===== src/sv/gated_exp_moving_average_top_macros.svh =====
// Assertion macros shared by the moving average block.
`ifndef GATED_EXP_MOVING_AVERAGE_TOP_MACROS_SVH
`define GATED_EXP_MOVING_AVERAGE_TOP_MACROS_SVH

// Consequent checked in the same cycle as the antecedent.
`define GEMA_ASSERT_SAME(label, ante, cons, msg) \
    label: assert property (@(posedge aclk) disable iff (!aresetn) (ante) |-> (cons)) \
        else $error(msg);

// Consequent checked in the cycle after the antecedent.
`define GEMA_ASSERT_NEXT(label, ante, cons, msg) \
    label: assert property (@(posedge aclk) disable iff (!aresetn) (ante) |=> (cons)) \
        else $error(msg);

`endif


===== src/sv/gema_pkg.sv =====
// Types and fixed constants of the gated moving average block.
package gema_pkg;

    localparam int TIME_W     = 32;
    localparam int DECAY_W    = 16;
    localparam int CFG_CNT_W  = 16;
    localparam int CFG_ADDR_W = 3;
    localparam int CFG_DATA_W = 32;

    // Q0.16 value of one half.
    localparam logic [DECAY_W-1:0] DECAY_RESET = 16'h8000;

    typedef enum logic [CFG_ADDR_W-1:0] {
        CFG_MIN_INTERVAL   = 3'd0,
        CFG_DECAY_FACTOR   = 3'd1,
        CFG_WARMUP_SAMPLES = 3'd2,
        CFG_MIN_SAMPLES    = 3'd3
    } cfg_index_t;

    typedef enum logic [5:0] {
        ST_IDLE  = 6'b000001,
        ST_CHECK = 6'b000010,
        ST_MUL   = 6'b000100,
        ST_POST  = 6'b001000,
        ST_DIV   = 6'b010000,
        ST_FIN   = 6'b100000
    } state_t;

endpackage


===== src/sv/gated_exp_moving_average_top.sv =====
// Sequence: a rejected request goes from CHECK straight to FIN, an exponential update
// passes CHECK, MUL, POST and FIN, and a warm-up update passes CHECK, MUL, POST, DIV and FIN.
// One request at a time: s_ready rises in the cycle after the result is registered, and a
// request holds the block in FIN while the output register is held unread.
// The states use a bit-serial shift-add multiplier (16 steps) and a restoring divider (one
// quotient bit per cycle) that takes its dividend from the multiplier's accumulator.
// Reset is synchronous for control, averaging state and configuration registers only.
`include "gated_exp_moving_average_top_macros.svh"

module gated_exp_moving_average_top #(
    parameter int SAMPLE_WIDTH    = 32,
    parameter int COUNT_WIDTH     = 16,
    parameter int DECAY_FRAC_BITS = 16
) (
    input  logic                                aclk,
    input  logic                                aresetn,
    input  logic                                cfg_wr_en,
    input  gema_pkg::cfg_index_t                cfg_index,
    input  logic [gema_pkg::CFG_DATA_W-1:0]     cfg_wdata,
    input  logic                                s_valid,
    output logic                                s_ready,
    input  logic [gema_pkg::TIME_W-1:0]         s_sample_time,
    input  logic signed [SAMPLE_WIDTH-1:0]      s_sample_value,
    output logic                                m_valid,
    input  logic                                m_ready,
    output logic                                m_accepted,
    output logic signed [SAMPLE_WIDTH-1:0]      m_average,
    output logic                                m_settled
);
    import gema_pkg::*;

    localparam int NB        = (COUNT_WIDTH < CFG_CNT_W) ? COUNT_WIDTH : CFG_CNT_W;
    localparam int DIV_W     = NB + 1;
    localparam int MAG_W     = SAMPLE_WIDTH + NB;
    localparam int ACC_W     = SAMPLE_WIDTH + DECAY_W + 1;
    localparam int CMP_W     = (COUNT_WIDTH > CFG_CNT_W) ? COUNT_WIDTH : CFG_CNT_W;
    localparam int STEPS_MAX = (SAMPLE_WIDTH > DECAY_W) ? SAMPLE_WIDTH : DECAY_W;
    localparam int STEP_W    = $clog2(STEPS_MAX);

    // Configuration registers
    logic [TIME_W-1:0]    min_interval_reg;
    logic [DECAY_W-1:0]   decay_reg;
    logic [CFG_CNT_W-1:0] warmup_reg;
    logic [CFG_CNT_W-1:0] min_samples_reg;

    // Averaging state
    logic [TIME_W-1:0]              last_time_reg, last_time_next;
    logic signed [SAMPLE_WIDTH-1:0] avg_reg, avg_next;
    logic [COUNT_WIDTH-1:0]         count_reg, count_next;
    logic                           settled_reg, settled_next;

    // Sequencer and datapath
    state_t                         state_reg, state_next;
    logic [TIME_W-1:0]              time_reg, time_next;
    logic signed [SAMPLE_WIDTH-1:0] x_reg, x_next;
    logic                           ok_reg, ok_next;
    logic                           warm_reg, warm_next;
    logic                           neg_reg, neg_next;
    logic signed [ACC_W-1:0]        mcand_reg, mcand_next;
    logic [DECAY_W-1:0]             mult_reg, mult_next;
    logic signed [ACC_W-1:0]        acc_reg, acc_next;
    logic [DIV_W-1:0]               rem_reg, rem_next;
    logic [DIV_W-1:0]               divisor_reg, divisor_next;
    logic [SAMPLE_WIDTH-1:0]        q_reg, q_next;
    logic [STEP_W-1:0]              step_reg, step_next;

    // Output register
    logic                           m_valid_reg, m_valid_next;
    logic                           m_accepted_reg, m_accepted_next;
    logic signed [SAMPLE_WIDTH-1:0] m_average_reg, m_average_next;
    logic                           m_settled_reg, m_settled_next;

    // Combinational terms
    logic [TIME_W:0]                gate_sum;
    logic                           gate_pass;
    logic                           warm_now;
    logic [NB-1:0]                  n_val;
    logic signed [SAMPLE_WIDTH:0]   diff;
    logic signed [ACC_W-1:0]        acc_sum;
    logic [ACC_W-1:0]               acc_mag;
    logic signed [ACC_W-1:0]        acc_scaled;
    logic [DIV_W:0]                 rem_shift;
    logic [DIV_W:0]                 rem_sub;
    logic                           q_bit;
    logic [SAMPLE_WIDTH-1:0]        result;
    logic [COUNT_WIDTH-1:0]         count_inc;
    logic                           settled_new;
    logic                           out_free;

    always_comb begin
        gate_sum    = {1'b0, last_time_reg} + {1'b0, min_interval_reg};
        gate_pass   = {1'b0, time_reg} >= gate_sum;
        warm_now    = CMP_W'(count_reg) < CMP_W'(warmup_reg);
        n_val       = count_reg[NB-1:0];
        diff        = {avg_reg[SAMPLE_WIDTH-1], avg_reg} - {x_reg[SAMPLE_WIDTH-1], x_reg};
        acc_sum     = acc_reg + (mult_reg[0] ? mcand_reg : ACC_W'(0));
        acc_mag     = acc_reg[ACC_W-1] ? (~acc_reg + 1'b1) : acc_reg;
        acc_scaled  = acc_reg >>> DECAY_FRAC_BITS;
        rem_shift   = {rem_reg, q_reg[SAMPLE_WIDTH-1]};
        rem_sub     = rem_shift - {1'b0, divisor_reg};
        q_bit       = rem_shift >= {1'b0, divisor_reg};
        result      = neg_reg ? (~q_reg + 1'b1) : q_reg;
        count_inc   = (&count_reg) ? count_reg : count_reg + 1'b1;
        settled_new = CMP_W'(count_inc) > CMP_W'(min_samples_reg);
        out_free    = !m_valid_reg || m_ready;
    end

    always_comb begin
        state_next      = state_reg;
        time_next       = time_reg;
        x_next          = x_reg;
        ok_next         = ok_reg;
        warm_next       = warm_reg;
        neg_next        = neg_reg;
        mcand_next      = mcand_reg;
        mult_next       = mult_reg;
        acc_next        = acc_reg;
        rem_next        = rem_reg;
        divisor_next    = divisor_reg;
        q_next          = q_reg;
        step_next       = step_reg;
        last_time_next  = last_time_reg;
        avg_next        = avg_reg;
        count_next      = count_reg;
        settled_next    = settled_reg;
        m_valid_next    = m_valid_reg && !m_ready;
        m_accepted_next = m_accepted_reg;
        m_average_next  = m_average_reg;
        m_settled_next  = m_settled_reg;

        case (state_reg)
            ST_IDLE: begin
                if (s_valid) begin
                    time_next  = s_sample_time;
                    x_next     = s_sample_value;
                    state_next = ST_CHECK;
                end
            end
            ST_CHECK: begin
                ok_next      = gate_pass;
                warm_next    = warm_now;
                divisor_next = DIV_W'(n_val) + DIV_W'(1);
                step_next    = STEP_W'(DECAY_W - 1);
                if (!gate_pass) begin
                    state_next = ST_FIN;
                end else if (warm_now) begin
                    // Running mean numerator: avg * n + x.
                    mcand_next = ACC_W'(avg_reg);
                    mult_next  = DECAY_W'(n_val);
                    acc_next   = ACC_W'(x_reg);
                    state_next = ST_MUL;
                end else begin
                    mcand_next = ACC_W'(diff);
                    mult_next  = decay_reg;
                    acc_next   = '0;
                    state_next = ST_MUL;
                end
            end
            ST_MUL: begin
                acc_next   = acc_sum;
                mcand_next = mcand_reg <<< 1;
                mult_next  = mult_reg >> 1;
                step_next  = step_reg - 1'b1;
                if (step_reg == '0) begin
                    state_next = ST_POST;
                end
            end
            ST_POST: begin
                if (warm_reg) begin
                    // The high part of the magnitude is always below the divisor, so
                    // only the low SAMPLE_WIDTH quotient bits need to be developed.
                    neg_next   = acc_reg[ACC_W-1];
                    rem_next   = DIV_W'(acc_mag[MAG_W-1:SAMPLE_WIDTH]);
                    q_next     = acc_mag[SAMPLE_WIDTH-1:0];
                    step_next  = STEP_W'(SAMPLE_WIDTH - 1);
                    state_next = ST_DIV;
                end else begin
                    neg_next   = 1'b0;
                    q_next     = x_reg + acc_scaled[SAMPLE_WIDTH-1:0];
                    state_next = ST_FIN;
                end
            end
            ST_DIV: begin
                rem_next  = q_bit ? rem_sub[DIV_W-1:0] : rem_shift[DIV_W-1:0];
                q_next    = {q_reg[SAMPLE_WIDTH-2:0], q_bit};
                step_next = step_reg - 1'b1;
                if (step_reg == '0) begin
                    state_next = ST_FIN;
                end
            end
            ST_FIN: begin
                if (out_free) begin
                    m_valid_next    = 1'b1;
                    m_accepted_next = ok_reg;
                    if (ok_reg) begin
                        last_time_next = time_reg;
                        avg_next       = result;
                        count_next     = count_inc;
                        settled_next   = settled_new;
                        m_average_next = result;
                        m_settled_next = settled_new;
                    end else begin
                        m_average_next = avg_reg;
                        m_settled_next = settled_reg;
                    end
                    state_next = ST_IDLE;
                end
            end
            default: begin
                state_next = ST_IDLE;
            end
        endcase
    end

    always_ff @(posedge aclk) begin
        if (!aresetn) begin
            state_reg        <= ST_IDLE;
            m_valid_reg      <= 1'b0;
            min_interval_reg <= '0;
            decay_reg        <= DECAY_RESET;
            warmup_reg       <= '0;
            min_samples_reg  <= '0;
            last_time_reg    <= '0;
            avg_reg          <= '0;
            count_reg        <= '0;
            settled_reg      <= 1'b0;
        end else begin
            state_reg     <= state_next;
            m_valid_reg   <= m_valid_next;
            last_time_reg <= last_time_next;
            avg_reg       <= avg_next;
            count_reg     <= count_next;
            settled_reg   <= settled_next;
            if (cfg_wr_en) begin
                case (cfg_index)
                    CFG_MIN_INTERVAL:   min_interval_reg <= cfg_wdata[TIME_W-1:0];
                    CFG_DECAY_FACTOR:   decay_reg        <= cfg_wdata[DECAY_W-1:0];
                    CFG_WARMUP_SAMPLES: warmup_reg       <= cfg_wdata[CFG_CNT_W-1:0];
                    CFG_MIN_SAMPLES:    min_samples_reg  <= cfg_wdata[CFG_CNT_W-1:0];
                    default: begin
                    end
                endcase
            end
        end
    end

    always_ff @(posedge aclk) begin
        time_reg       <= time_next;
        x_reg          <= x_next;
        ok_reg         <= ok_next;
        warm_reg       <= warm_next;
        neg_reg        <= neg_next;
        mcand_reg      <= mcand_next;
        mult_reg       <= mult_next;
        acc_reg        <= acc_next;
        rem_reg        <= rem_next;
        divisor_reg    <= divisor_next;
        q_reg          <= q_next;
        step_reg       <= step_next;
        m_accepted_reg <= m_accepted_next;
        m_average_reg  <= m_average_next;
        m_settled_reg  <= m_settled_next;
    end

    assign s_ready    = (state_reg == ST_IDLE);
    assign m_valid    = m_valid_reg;
    assign m_accepted = m_accepted_reg;
    assign m_average  = m_average_reg;
    assign m_settled  = m_settled_reg;

    // The average may only move when an accepted request is retired.
    `GEMA_ASSERT_NEXT(a_avg_held, (state_reg != ST_FIN) || !ok_reg || !out_free, $stable(avg_reg), "average changed outside an accepted update")
    // The sample count never falls.
    `GEMA_ASSERT_NEXT(a_count_monotonic, 1'b1, count_reg >= $past(count_reg), "accepted count decreased")
    // The partial remainder must stay below the divisor throughout the division.
    `GEMA_ASSERT_SAME(a_rem_bound, state_reg == ST_DIV, rem_reg < divisor_reg, "divider remainder out of range")
    // Settled implies at least one accepted sample.
    `GEMA_ASSERT_SAME(a_settled_count, settled_reg, count_reg != '0, "settled without any accepted sample")

endmodule

===== config.mk =====
export PLATFORM = sky130hd
export DESIGN_NAME = gated_exp_moving_average_top
export DESIGN_NICKNAME = d
export VERILOG_FILES = /design/src/sv/gema_pkg.sv /design/src/sv/gated_exp_moving_average_top.sv
export VERILOG_INCLUDE_DIRS = /design/src /design/src/sv
export SDC_FILE = /design/constraint.sdc
export NUM_CORES = 1
export LEC_CHECK = 0
export ABC_AREA = 1
export BUFFER_PORTS_ARGS = -buffer_cell sky130_fd_sc_hd__buf_2
export CAP_MARGIN = 25
export CORE_MARGIN = 5
export CORE_UTILIZATION = 39
export DETAILED_ROUTE_END_ITERATION = 12
export GPL_TIMING_DRIVEN = 1
export PLACE_DENSITY = 0.57
export SYNTH_ARGS = -nofsm -noshare
export SYNTH_HDL_FRONTEND = slang
export SYNTH_SLANG_ARGS = --single-unit

===== constraint.sdc =====
create_clock -name aclk -period 7 [get_ports aclk]
set_input_delay 0.7 -clock aclk [delete_from_list [all_inputs] [get_ports aclk]]
set_output_delay 0.7 -clock aclk [all_outputs]
set_load 0.01 [all_outputs]

==> results.ini <==
[setup_path]
r2r_end = acc_reg[44]
max_stage_delay_ps = 430
cp_common_cell = nand2_1
start_kind = flop
reg2reg_slack_ps = 2230
crit_required_ps = 7240
cp_data_arrival_time_ps = 5020
setup.worst_path.end_class = flop
reg2reg_depth = 26
startpoint = min_interval_reg[0]
crit_fanout = 114
critPathSlowestCell = fa_1
rr_startpoint = min_interval_reg[0]
crit_type = reg -> reg

[clocking]
cts_setup_buffers = 0
cts.path.max_buffers = 3
numCtsBuffers = 52
clock_sinks = 454
cts_tree = yes
clk_latency_ps = 620
cts_hold_buf = 0
ctsResizeCount = 0
htree_levels = 2
ctsRootBufferMaster = clkbuf_16
clk_pin_slew_ps = 70

[placed_design]
port_buffers = 139
dp_cells = 5185
gp_congestion = 0.994
hpwlAfterDp_mm = 83.4
dpl_worst_slack_ps = 2230

[detailed_routing]
drt_iter0_markers = 2493
via_per_inst = 5.39
firstDrtPassIters = 6
num_vias = 28500
wl_per_cell_um = 20.4
wl_mm = 108
ant_nets = 0
drc = 0

[floorplan]
fp.dieW_um = 292
die_h_um = 292
start_util = 0.393
coreArea_mm2 = 0.0789
die_area_mm2 = 0.0852
ioPinCount = 140
rows = 103

[sta]
final.setup.worst_slack_ps = 2230
max_freq_mhz = 209
tightest_slew_ps = 1030
finClkSkew_ps = 16.6
fin_crit_ps = 4770
drv_slew = 0
max_slew_margin = 0.313
setup_viol = 0
hold_viol_final = 0
setup_tns_ps = 0
period_share = 0.682
rsz0062_at_grt = false
hold_ws_ps = 253

[yosys]
seq_area_frac_synth = 0.386
ys_warn_count = 0
syn_nets = 4436
synthFlopType = edfxtp_1
async_flop_share = 0
synth_cell_type_count = 63
synth_edf_count = 286
synth.cell_area_mm2 = 0.0310
syn_inst = 4099
ys_ff_latch = 454
synth_area_per_cell_um2 = 7.56

[hold_path]
hold_depth = 1
hp-class = in -> reg
worstHoldStart = s_sample_value[6]
hold_end = x_reg[6]

[final_layout]
drive_gt1_frac = 0.0746
instances_no_fill = 5286
antenna_cells = 0
fillers = 8249
utilization = 0.438
area_growth_pct = 11.5
final_nets = 4530

[grt]
grt_pass1_vias = 26800
track_usage = 0.242
grt_pass1_wl_mm = 161
grt_start_max_net_pins = 115
antenna_found_initial = 2
overflow = 0

[power]
p_leak_nw = 15.0
cellPowerDensity_mw_per_mm2 = 204
max-vdd-ir-drop_v = 0.000190

[run]
cap_violations = 0

[run_status]
status = finished clean

==> report_power, final <==
group	leakage (nW)	switching, W	total [W]	internal [W]
combinational	10.2	0.000759	0.00110	0.000345
clock	0.864	0.00121	0.00285	0.00163
sequential	3.99	0.0000939	0.00308	0.00299
==> layout by cell type, fill, tap and decap left out, types with 20 or more instances in the layout <==
cell,count
a21o_1,32
a21oi_1,442
a31oi_1,40
buf_2,138
buf_4,21
clkbuf_16,55
dfxtp_1,168
edfxtp_1,286
ha_1,228
inv_1,505
nand2_1,745
nand3_1,140
nand4_1,40
nor2_1,454
nor3_1,52
o211ai_1,23
o21ai_0,459
o21ai_1,20
o21bai_1,24
o31ai_1,24
xnor2_1,48
xor2_1,78
==> area by class of cell <==
cell class | instances | area [µm²] | share of cell area
clock buffer | 64 | 1410 | 0.0408
clock inverter | 33 | 354 | 0.0102
inverter | 518 | 1950 | 0.0563
multi-input combinational | 3001 | 16600 | 0.480
sequential | 454 | 12000 | 0.346
tap | 1050 | 1310 | 0.0380
timing repair buffer | 166 | 981 | 0.0284
==> worst max-delay path by stage <==
stage                  end  slack, ps  cells after the start
5_1_grt        acc_reg[12]       1700                     26
6_report       acc_reg[44]       2230                     26
3_5_place_dp   acc_reg[46]       2230                     26
4_1_cts        acc_reg[12]       2190                     26
3_3_place_gp   acc_reg[46]       2310                     26
2_1_floorplan   acc_reg[0]        860                     25
==> critical path, delay by kind of cell (launching register included) <==
kind / cells / cell delay (ps)
adder cells (fa/ha/maj): 3 / 980
flip-flops: 1 / 310
XOR/XNOR: 1 / 100
AO/OA/AOI/OAI: 5 / 1050
buffers and inverters: 1 / 410
AND/OR/NAND/NOR: 16 / 1310
==> routing by layer <==
layer / vias up / share of wire / global-route usage
met1: 13100 / 0.44 / 0.333
met5: - / 0.00019 / 0
li1: 14200 / - / -
met3: 185 / 0.064 / 0.0309
met2: 999 / 0.45 / 0.392
met4: 4 / 0.043 / 0.0897
==> stage by stage <==
step / power [W] / cell area [µm²]
2_1_floorplan: 0.00383 / 31000
3_3_place_gp: 0.00422 / 32700
3_5_place_dp: 0.00423 / 32700
4_1_cts: 0.00708 / 34500
5_1_grt: 0.00733 / 34600
6_report: 0.00704 / 34600
==> cells in the mapped netlist (all sizes together) (14+ instances only) <==
library cell	number	area share
a21o	32	0.0078
a21oi	446	0.073
a31oi	40	0.0081
buf	33	0.0056
clkbuf	93	0.011
dfxtp	168	0.11
edfxtp	286	0.28
ha	228	0.092
inv	514	0.062
nand2	749	0.091
nand3	146	0.024
nand4	40	0.0081
nor2	462	0.057
nor3	58	0.011
nor4	23	0.0057
o211ai	23	0.0056
o21a	17	0.0041
o21ai	484	0.079
o21bai	24	0.0058
o31ai	24	0.0058
or2	14	0.0028
xnor2	48	0.014
xor2	78	0.022
==> kinds of logic after synthesis <==
logic type / Yosys count / synth area share
and+or+nand+nor: 1504 / 0.202
AOI/OAI and AO/OA: 1138 / 0.201
buffers and inverters: 644 / 0.0796
DFF: 454 / 0.386
adders and majority gates: 233 / 0.0953
xor gates and xnor gates: 126 / 0.0356
Note: power is estimated with default switching activity, not from simulation.
